===== config.mk =====
export PLATFORM = sky130hd
export DESIGN_NAME = tpss_sqrt
export DESIGN_NICKNAME = d
export VERILOG_FILES = /design/src/tpss_pkg.sv /design/src/tpss_sqrt.sv
export SDC_FILE = /design/constraint.sdc
export NUM_CORES = 1
export LEC_CHECK = 0
export BUFFER_PORTS_ARGS = -buffer_cell sky130_fd_sc_hd__buf_4
export CORE_ASPECT_RATIO = 1.75
export CORE_MARGIN = 4
export CORE_UTILIZATION = 50
export DETAILED_ROUTE_END_ITERATION = 8
export PLACE_DENSITY = 0.81
export SLEW_MARGIN = 20
export SYNTH_ARGS = -nofsm -noshare
export SYNTH_HDL_FRONTEND = slang
export SYNTH_SLANG_ARGS = --single-unit

===== constraint.sdc =====
create_clock -name clk -period 3.3 [get_ports clk]
set_clock_uncertainty 0.05 [all_clocks]
set_input_delay 0.495 -clock clk [delete_from_list [all_inputs] [get_ports clk]]
set_output_delay 0.495 -clock clk [all_outputs]
set_load 0.05 [all_outputs]

===== src/tpss_pkg.sv =====
`timescale 1ns / 1ps
// ----------------------------------------------------------------------------
// tpss_pkg: shared types and constants of the tour pair swap search core
// widths of the fixed fields, item modes, register map, reset values
// ----------------------------------------------------------------------------
package tpss_pkg;

	localparam int MAX_CITIES_DEF = 64;
	localparam int COORD_BITS_DEF = 12;

	localparam int SLOT_W  = 6;
	localparam int CID_W   = 6;
	localparam int IN_CRD_W = 12;
	localparam int LEN_W   = 20;
	localparam int CNT_W   = 13;
	localparam int CCNT_W  = 7;

	localparam logic [LEN_W-1:0]  LEN_MAX        = 20'hFFFFF;
	localparam logic [CCNT_W-1:0] CITY_COUNT_RST = 7'd50;

	// register map (index into the register list)
	localparam logic REG_CITY_COUNT = 1'b0;

	typedef enum logic [1:0] {
		MODE_CITY = 2'd0,
		MODE_TOUR = 2'd1,
		MODE_SWAP = 2'd2,
		MODE_NONE = 2'd3
	} tpss_mode_t;

	// write enables of the store
	typedef struct packed {
		logic tour;
		logic city;
	} tpss_wen_t;

endpackage


===== src/tpss_sqrt.sv =====
`timescale 1ns / 1ps
// ----------------------------------------------------------------------------
// tpss_sqrt: iterative integer square root
// one root bit per cycle, gives root and remainder of the radicand
// ----------------------------------------------------------------------------
module tpss_sqrt #(
	parameter int RW = tpss_pkg::COORD_BITS_DEF + 1
) (
	input  logic            clk,
	input  logic            arst_n,
	input  logic            start,
	input  logic [2*RW-1:0] din,
	output logic            done,
	output logic [RW-1:0]   root,
	output logic [RW:0]     rem
);

	localparam int CW = $clog2(RW);

	logic [2*RW-1:0] rad_q;
	logic [RW-1:0]   root_q;
	logic [RW:0]     rem_q;
	logic [CW-1:0]   cnt_q;
	logic            run_q;
	logic            done_q;

	logic [RW+2:0] rem_x;
	logic [RW+2:0] trial;
	logic          fit;

	always_comb begin
		rem_x = {rem_q, rad_q[2*RW-1 -: 2]};
		trial = (RW+3)'({root_q, 2'b01});
		fit   = rem_x >= trial;
	end

	always_ff @(posedge clk or negedge arst_n) begin
		if (!arst_n) begin
			run_q  <= 1'b0;
			done_q <= 1'b0;
			cnt_q  <= '0;
		end else begin
			done_q <= 1'b0;
			if (start) begin
				run_q <= 1'b1;
				cnt_q <= CW'(RW - 1);
			end else if (run_q) begin
				if (cnt_q == '0) begin
					run_q  <= 1'b0;
					done_q <= 1'b1;
				end else begin
					cnt_q <= cnt_q - 1'b1;
				end
			end
		end
	end

	// datapath, no reset needed
	always_ff @(posedge clk) begin
		if (start) begin
			rad_q  <= din;
			root_q <= '0;
			rem_q  <= '0;
		end else if (run_q) begin
			rad_q <= rad_q << 2;
			if (fit) begin
				rem_q  <= (RW+1)'(rem_x - trial);
				root_q <= {root_q[RW-2:0], 1'b1};
			end else begin
				rem_q  <= (RW+1)'(rem_x);
				root_q <= {root_q[RW-2:0], 1'b0};
			end
		end
	end

	assign done = done_q;
	assign root = root_q;
	assign rem  = rem_q;

endmodule


; Word level (Yosys, flattened, before mapping)
; Cells that the tools add are included.
[classes]
add_sub_neg = 2
order_cmp = 1
n_eq_ne = 1
muxes = 13
n_reduce_logical = 3
[ops]
columns = cell, count
row1 = 26-bit 2-to-1 mux, 2
row2 = 16-bit by 15-bit >= comparator with 1-bit output, 1
row3 = 14-bit 2-to-1 mux, 1
row4 = 14-bit subtractor, 1
row5 = 4-bit 2-to-1 mux, 3
row6 = 1-bit 2-to-1 mux, 7
row7 = 4-bit logical NOT, 1
row8 = 4-bit by 1-bit subtractor with 4-bit output (second input constant), 1
row9 = 2-bit != test (second input constant), 1
row10 = 2-bit AND reduction, 1
row11 = 2-bit nonzero test, 1
[totals]
regBits = 59
inputBits = 29
out_inout_bits = 28
word_cells = 26

; Logic depth before layout (Yosys ltp)
; Gate-level depths: netlist of run 1.
[logic_depth]
word_depth = 4
depth_mapped = 10
mapped_depth_nobuf = 8

; Worst setup path after synthesis of run 1
; OpenSTA, ideal clock, no wires.
[synth_timing]
path_kind = reg2reg
startpoint = register root_q[11] (netlist: root[11])
endpoint = register rem_q[13] (netlist: rem[13])
setup_ns = 0.067
arrival_time_ns = 2.436
t_required_ns = 3.183
path_slack_ns = 0.747
path_stages_with_launch = 10
path_buffers = 1
period_less_slack_ns = 2.553
path_cell_list = dfxtp_1 > inv_1 > ha_1 > a21o_1 > a211o_2 > a41oi_2 > o31ai_4 > buf_6 > o2bb2a_2 > o21ai_2
[synth_between]
elab_chain_len = 2
elab_cells_between_ends = 3
cone_classes = 1 x add/sub / 1 x order compare / 1 x mux
[synth_lines]
columns = element, line
row1 = from (decl), tpss_sqrt.sv:21  ; logic [RW-1:0] root_q;
row2 = from (signal assigned), tpss_sqrt.sv:68  ; root_q <= {root_q[RW-2:0], 1'b1};
row3 = from (signal assigned), tpss_sqrt.sv:71  ; root_q <= {root_q[RW-2:0], 1'b0};
row4 = 14-bit subtractor or 16-bit by 15-bit >= comparator with 1-bit output (tied branches), "tpss_sqrt.sv:67, tpss_sqrt.sv:34"
row5 = 14-bit 2-to-1 mux (*), tpss_sqrt.sv:66  ; if (fit) begin
row6 = to (signal assigned), tpss_sqrt.sv:67  ; rem_q <= (RW+1)'(rem_x - trial);
row7 = to (signal assigned), tpss_sqrt.sv:70  ; rem_q <= (RW+1)'(rem_x);
row8 = to (decl), tpss_sqrt.sv:22  ; logic [RW:0] rem_q;
; Mark *: on every way between the ends. The rest lies on a longest branch, timed or not.
; A chain may end at the register's enable or synchronous reset.

; Final worst setup path of run 1
[layout_timing]
startpoint = register root_q[8] (netlist: root[8])
endpoint = register rem_q[2] (netlist: rem[2])
[layout_between]
elab_chain_len = 2
[layout_lines]
columns = element, line
row1 = 16-bit by 15-bit >= comparator with 1-bit output, tpss_sqrt.sv:34  ; fit = rem_x >= trial;
row2 = 14-bit 2-to-1 mux, tpss_sqrt.sv:66
; Every way passes these cells.

==> results of run 1 <==
[final timing paths]
| kind | end | cells after the start |
|---|---|---|
| max | rem[2]$_SDFFE_PP0P_ | 7 |
| min | rad_q[1]$_SDFFCE_PN0P_ | 2 |
| max reg2reg | rem[2]$_SDFFE_PP0P_ | 7 |
| min reg2reg | rem[0]$_SDFFE_PP0P_ | 2 |
| max in group asynchronous | cnt_q[1]$_DFFE_PN0P_ | 2 |
| min in group asynchronous | run_q$_DFF_PN0_ | 2 |
[flip-flops by register name, indices dropped and copies added (netlist names)]
register and flops:
cnt_q 4, rad_q 26, rem 14, run_q 1, root 13, done 1
[cell usage after synthesis, types with 5 or more instances]
master    count  area (um^2)
a211oi_1      6         45.0
a21oi_1      14         70.1
buf_6         5         56.3
dfrtp_1       6          150
dfxtp_1      27          541
edfxtp_1     26          781
ha_1         16          200
inv_1        20         75.1
mux2_2       24          270
mux2i_1      21          210
nand2_1      17         63.8
nand2b_1      6         37.5
nor2_1       31          116
o21ai_0       6         30.0
o21ai_1       5         25.0
xnor2_1       9         78.8
[area by class of cell]
type                            instances  area share
Clock buffer                           12      0.0351
Inverter                               20      0.0195
Multi-Input combinational cell        212       0.417
Clock inverter                          4     0.00455
Tap cell                               80      0.0260
Timing Repair Buffer                   59       0.116
Sequential cell                        59       0.382
[power groups by stage]
stage          registers [W]  logic (W)  clock network [W]
6_report             0.00101    0.00183           0.000537
2_1_floorplan        0.00124    0.00123                  0
4_1_cts              0.00101    0.00182           0.000553
3_3_place_gp         0.00102    0.00179                  0
3_5_place_dp         0.00102    0.00182                  0
5_1_grt              0.00102    0.00199           0.000593
[per-layer routing]
layer / global-route usage / wire (um)
met1: 0.192 / 2620
met2: 0.323 / 3550
met3: 0.0639 / 365
met4: 0.106 / 246
met5: 0 / 0
[logic make-up (layout without fill, tap and decap cells)]
kind of cell / Yosys count / in the layout / synth area share
AOI/OAI and AO/OA: 67 / 67 / 0.151
xor gates and xnor gates: 12 / 12 / 0.0323
DFF: 59 / 59 / 0.452
adders and majority gates: 16 / 16 / 0.0615
muxes: 45 / 45 / 0.148
buffers and inverters: 34 / 95 / 0.0545
and+or+nand+nor: 72 / 72 / 0.101
[worst max-delay path, delay by kind of cell (launching register included)]
family / cells / cell delay [ns]
buffers and inverters: 1 / 0.06
and+or+nand+nor: 2 / 0.37
AOI/OAI and AO/OA: 2 / 1.03
DFF: 1 / 0.38
muxes: 1 / 0.17
adders and majority gates: 1 / 0.47
[stage by stage]
stage	hold WS (ns)	cell area, um^2	utilization
floorplan	0.149	3260	-
detailed placement	0.256	3690	0.588
global placement	0.255	3690	0.588
CTS	0.380	3850	0.614
global route	0.387	3850	0.614
finish	0.392	3850	0.614
[placed cells by master (no fill, tap or decap), drive strengths merged, types with 3 or more instances in the layout]
cell type and instances:
nor4 3, nor2 31, xor2 3, a211o 3
buf 58, o21ai 13, a211oi 7, mux2 24
dfxtp 27, nand2b 6, ha 16, dfrtp 6
inv 20, a21o 4, a31oi 3, mux2i 21
clkbuf 12, nand2 18, a21oi 14, xnor2 9
clkinv 4, edfxtp 26, o211ai 3
==> impl_metrics.py, run 1 <==
metrics = {
    "status": {
        "status": "completed",
    },
    "die": {
        "die-area_um2": 7920,
        "core_um2": 6280,
        "die_w_um": 69.0,
        "start_util": 0.519,
        "ios": 57,
        "die_h_um": 115,
        "rows": 38,
    },
    "critical_path": {
        "required_ns": 3.50,
        "critPathSlowestCell": "o31ai_4",
        "worstPathArrival_ns": 2.84,
        "path_cells": "inv_1 -> ha_1 -> and3_2 -> nand2_1 -> o31ai_4 -> mux2i_1 -> a211oi_1",
        "start_kind": "register",
        "setup.worst_path.start": "root[8]$_SDFFE_PP0P_",
        "rr_startpoint": "root[8]$_SDFFE_PP0P_",
        "cp_slowest_stage_delay_ns": 0.77,
        "cp_max_fo": 18,
        "cp-end-kind": "register",
        "crit_type": "reg -> reg",
        "r2r_slack_ns": 0.66,
    },
    "sta": {
        "worstMarginPinSlew_ns": 0.939,
        "layout_setup_ws_ns": 0.665,
        "setup-tns-final_ns": 0,
        "finalHoldViolCount": 0,
        "finalCritPeriodShare": 0.799,
        "fmax_mhz": 379,
        "relSlewSlack": 0.374,
        "min_period_ns": 2.64,
        "rsz0062_at_grt": "no",
        "slew_viol_final": 0,
        "finalSetupViolations": 0,
    },
    "synth": {
        "syn_area_um2": 3260,
        "ys_types": 58,
        "yosysWarnings": 0,
        "ys.flop_type": "dfxtp_1",
        "synth-seq-cells": 59,
        "ys_seq_area_frac": 0.452,
        "syn_inst": 305,
        "syn-mean-instance-area_um2": 10.7,
        "async_reset_ff_frac": 0.102,
        "synth_edf_count": 26,
        "synth_nets": 350,
    },
    "pwr": {
        "power.leakage_nw": 1.72,
        "power_frac_seq": 0.299,
        "power_density_nw_per_um2": 875,
        "ir_drop_uv": 381,
        "p_switching_w": 0.00144,
        "power_w": 0.00337,
        "p_int_w": 0.00193,
        "p_clk_frac": 0.159,
        "combPwrFrac": 0.542,
        "switching_share": 0.428,
    },
    "flow_run": {
        "maxCapViolations": 0,
    },
    "cells_and_area": {
        "layout-drive-gt1-share": 0.292,
        "layout.nets": 406,
        "diodes": 0,
        "fill_cells": 533,
        "area_growth_pct": 18.3,
        "multi_input_area_um2": 1610,
        "final_cells": 446,
        "register_area_um2": 1470,
    },
    "global_route": {
        "grt_util_all_layers": 0.185,
        "grt_overflow": 0,
        "antenna_found_initial": 0,
        "grt_pass1_wl_mm": 11.6,
        "grt_max_degree": 54,
        "grt_pass1_vias": 2536,
    },
    "clock_network": {
        "cts.sinks": 59,
        "holdBufCountCts": 1,
        "clock_path_buffers": 2,
        "cts-buffers-inserted": 9,
        "cts-resized-gates": 0,
        "clock_latency_ns": 0.34,
        "clk_pin_slew_worst_paths_ns": 0.07,
        "cts_tree": "yes",
        "root_buffer": "clkbuf_8",
        "h-tree-depth": 3,
        "post_cts_buffers": 0,
    },
    "detailed_routing": {
        "wl_per_cell_um": 15.2,
        "num_vias": 2484,
        "via_per_inst": 5.57,
        "drt-pass1-iter-count": 4,
        "wirelength_mm": 6.79,
        "drc_errors": 0,
        "drtIter0Drc": 184,
        "antenna_left": 0,
    },
    "hold_path": {
        "min_from": "din[1]",
        "min_path_type": "in -> reg",
    },
    "placed_design": {
        "hpwlAfterDp_mm": 4.99,
        "placedCellCount": 429,
        "preCtsSetupSlack_ns": 0.680,
        "io_buffers": 56,
        "gp_congestion": 0.874,
    },
}
Note: power is estimated with default switching activity, not from simulation.
==> run 2: changes to the inputs <==
--- a/config.mk
+++ b/config.mk
@@ -5,6 +5,7 @@
 export SDC_FILE = /design/constraint.sdc
 export NUM_CORES = 1
 export LEC_CHECK = 0
+export ABC_AREA = 1
 export BUFFER_PORTS_ARGS = -buffer_cell sky130_fd_sc_hd__buf_4
 export CORE_ASPECT_RATIO = 1.75
 export CORE_MARGIN = 4
==> constraint.sdc (replaced) <==
create_clock -name clk -period 2.6 [get_ports clk]
set_clock_uncertainty 0.05 [all_clocks]
set_input_delay 0.39 -clock clk [delete_from_list [all_inputs] [get_ports clk]]
set_output_delay 0.39 -clock clk [all_outputs]
set_load 0.05 [all_outputs]
==> impl_metrics.py, run 2 <==
metrics = {
    "sta": {
        "rsz0062_at_grt": "no",
        "layout_setup_ws_ns": 0.351,
        "finalHoldViolCount": 0,
        "finalCritPeriodShare": 0.865,
        "relSlewSlack": 0.431,
        "slew_viol_final": 0,
        "worstMarginPinSlew_ns": 0.852,
        "min_period_ns": 2.25,
        "fmax_mhz": 445,
        "finalSetupViolations": 0,
        "setup-tns-final_ns": 0,
    },
    "detailed_routing": {
        "drc_errors": 0,
        "drt-pass1-iter-count": 4,
        "via_per_inst": 5.37,
        "drtIter0Drc": 179,
        "antenna_left": 0,
        "wl_per_cell_um": 15.5,
        "num_vias": 3199,
        "wirelength_mm": 9.25,
    },
    "global_route": {
        "grt_pass1_wl_mm": 15.1,
        "grt_overflow": 0,
        "grt_util_all_layers": 0.243,
        "antenna_found_initial": 0,
        "grt_pass1_vias": 3306,
        "grt_max_degree": 39,
    },
    "critical_path": {
        "cp_max_fo": 16,
        "required_ns": 2.77,
        "worstPathArrival_ns": 2.42,
        "cp-end-kind": "register",
        "crit_type": "reg -> reg",
        "start_kind": "register",
    },
    "cells_and_area": {
        "layout_common_cells": "nand2_1, inv_1, buf_4",
        "multi_input_area_um2": 1570,
        "max_flop_register": "rad_q",
        "diodes": 0,
        "largest_reg_flops": 26,
        "layout.nets": 554,
        "layout-drive-gt1-share": 0.185,
        "register_area_um2": 1470,
        "fill_cells": 595,
        "final_common_cell": "nand2_1",
        "area_growth_pct": 25.8,
    },
    "clock_network": {
        "root_buffer": "clkbuf_16",
        "clock_path_buffers": 2,
        "clock_latency_ns": 0.33,
        "post_cts_buffers": 0,
        "cts_tree": "yes",
        "h-tree-depth": 3,
        "cts-buffers-inserted": 9,
        "cts-resized-gates": 0,
        "clk_pin_slew_worst_paths_ns": 0.06,
        "cts.sinks": 59,
        "holdBufCountCts": 1,
    },
    "hold_path": {
        "min_path_type": "in -> reg",
    },
    "synth": {
        "yosys.area.top_type": "edfxtp_1",
        "synth_nets": 493,
        "async_reset_ff_frac": 0.102,
        "yosys-top-cells-count": "nand2_1, inv_1, nor2_1",
        "ys_types": 35,
        "ys_seq_area_frac": 0.440,
        "syn-mean-instance-area_um2": 7.47,
        "post-synth-top-count-cell": "nand2_1",
        "ys.flop_type": "dfxtp_1",
        "syn_inst": 448,
        "syn_area_um2": 3350,
        "synth_top_area_frac": 0.233,
        "synth_edf_count": 26,
        "synth-seq-cells": 59,
        "synth_area_leaders": "edfxtp_1, nand2_1, dfxtp_1, inv_1, ha_1",
        "yosysWarnings": 0,
    },
    "placed_design": {
        "gp_congestion": 0.961,
        "io_buffers": 56,
        "preCtsSetupSlack_ns": 0.391,
        "hpwlAfterDp_mm": 6.98,
    },
    "die": {
        "die_w_um": 69.8,
        "rows": 39,
        "die_h_um": 116,
        "die-area_um2": 8120,
        "core_um2": 6540,
        "ios": 57,
        "start_util": 0.512,
    },
    "pwr": {
        "ir_drop_uv": 678,
        "switching_share": 0.442,
        "power.leakage_nw": 2.21,
        "power_frac_seq": 0.239,
        "combPwrFrac": 0.500,
        "p_switching_w": 0.00235,
        "p_clk_frac": 0.261,
        "power_density_nw_per_um2": 1260,
        "p_int_w": 0.00297,
    },
    "flow_run": {
        "maxCapViolations": 0,
    },
    "status": {
        "status": "completed",
    },
}
run 2: changes by cell type after synthesis, moves of 9 or more:
cell,delta
nand3_1,+23
nand2_1,+153
inv_1,+44
xnor2_1,-9
nand4_1,+13
o22ai_1,+11
mux2i_1,-21
mux2_2,-24
run 2: path summary, 6_finish.rpt:
| check | startpoint | end | slack [ns] | cells past startpoint |
|---|---|---|---|---|
| max | root[7]$_SDFFE_PP0P_ | rem[13]$_SDFFE_PP0P_ | 0.35 | 11 |
| min | din[8] | rad_q[8]$_DFFE_PP_ | 0.28 | 3 |
| max reg2reg | root[7]$_SDFFE_PP0P_ | rem[13]$_SDFFE_PP0P_ | 0.35 | 11 |
| min reg2reg | cnt_q[3]$_DFFE_PN0P_ | done$_DFF_PN0_ | 0.45 | 1 |
| max in group asynchronous | arst_n | run_q$_DFF_PN0_ | 2.03 | 2 |
| min in group asynchronous | arst_n | cnt_q[0]$_DFFE_PN0P_ | 0.36 | 2 |
run 2: through the flow:
stage / utilization / power [W] / area (um^2) / instances / hold WS [ns]
CTS: 0.644 / 0.00533 / 4210 / 596 / 0.270
finish: 0.644 / 0.00532 / 4210 / 596 / 0.277
detailed placement: 0.589 / 0.00392 / 3850 / 579 / 0.150
floorplan: - / 0.00329 / 3350 / 448 / 0.0444
global route: 0.644 / 0.00573 / 4210 / 596 / 0.278
global placement: 0.589 / 0.00389 / 3850 / 579 / 0.148
run 2: kinds of logic after synthesis:
group	share of synthesized area
and+or+nand+nor	0.329
adders and majority gates	0.0598
AOI/OAI and AO/OA	0.0710
buffers and inverters	0.0927
xor gates and xnor gates	0.00785
DFF	0.440
run 2: power groups by stage:
stage | clock [W] | sequential (W) | combinational [W]
after global placement | 0 | 0.00128 | 0.00261
after global routing | 0.00144 | 0.00129 | 0.00300
after detailed placement | 0 | 0.00129 | 0.00263
final | 0.00139 | 0.00127 | 0.00266
after floorplan | 0 | 0.00156 | 0.00173
after CTS | 0.00140 | 0.00127 | 0.00266
run 2: per-layer routing:
| metal | vias up | wire, um | global-route usage |
|---|---|---|---|
| met5 | - | 0 | 0 |
| met4 | 0 | 545 | 0.175 |
| met3 | 43 | 504 | 0.0577 |
| met2 | 110 | 4840 | 0.437 |
| met1 | 1479 | 3350 | 0.242 |
| li1 | 1567 | - | - |
run 2: cell type report:
cell class / instances / area share
Clock buffer: 10 / 0.0568
Clock inverter: 6 / 0.0267
Timing Repair Buffer: 63 / 0.113
Inverter: 65 / 0.0579
Multi-Input combinational cell: 311 / 0.372
Tap cell: 82 / 0.0244
Sequential cell: 59 / 0.349
run 2: critical path, cell delays in order, from the launching register on:
cell and delay (ns):
dfxtp_1 0.35, inv_1 0.10, ha_1 0.38, nand2_1 0.09
nand2_1 0.07, nand2_1 0.07, nand2_1 0.10, a21oi_4 0.31
nand2_4 0.21, or2_1 0.25, nand3_1 0.09, nand2_1 0.06
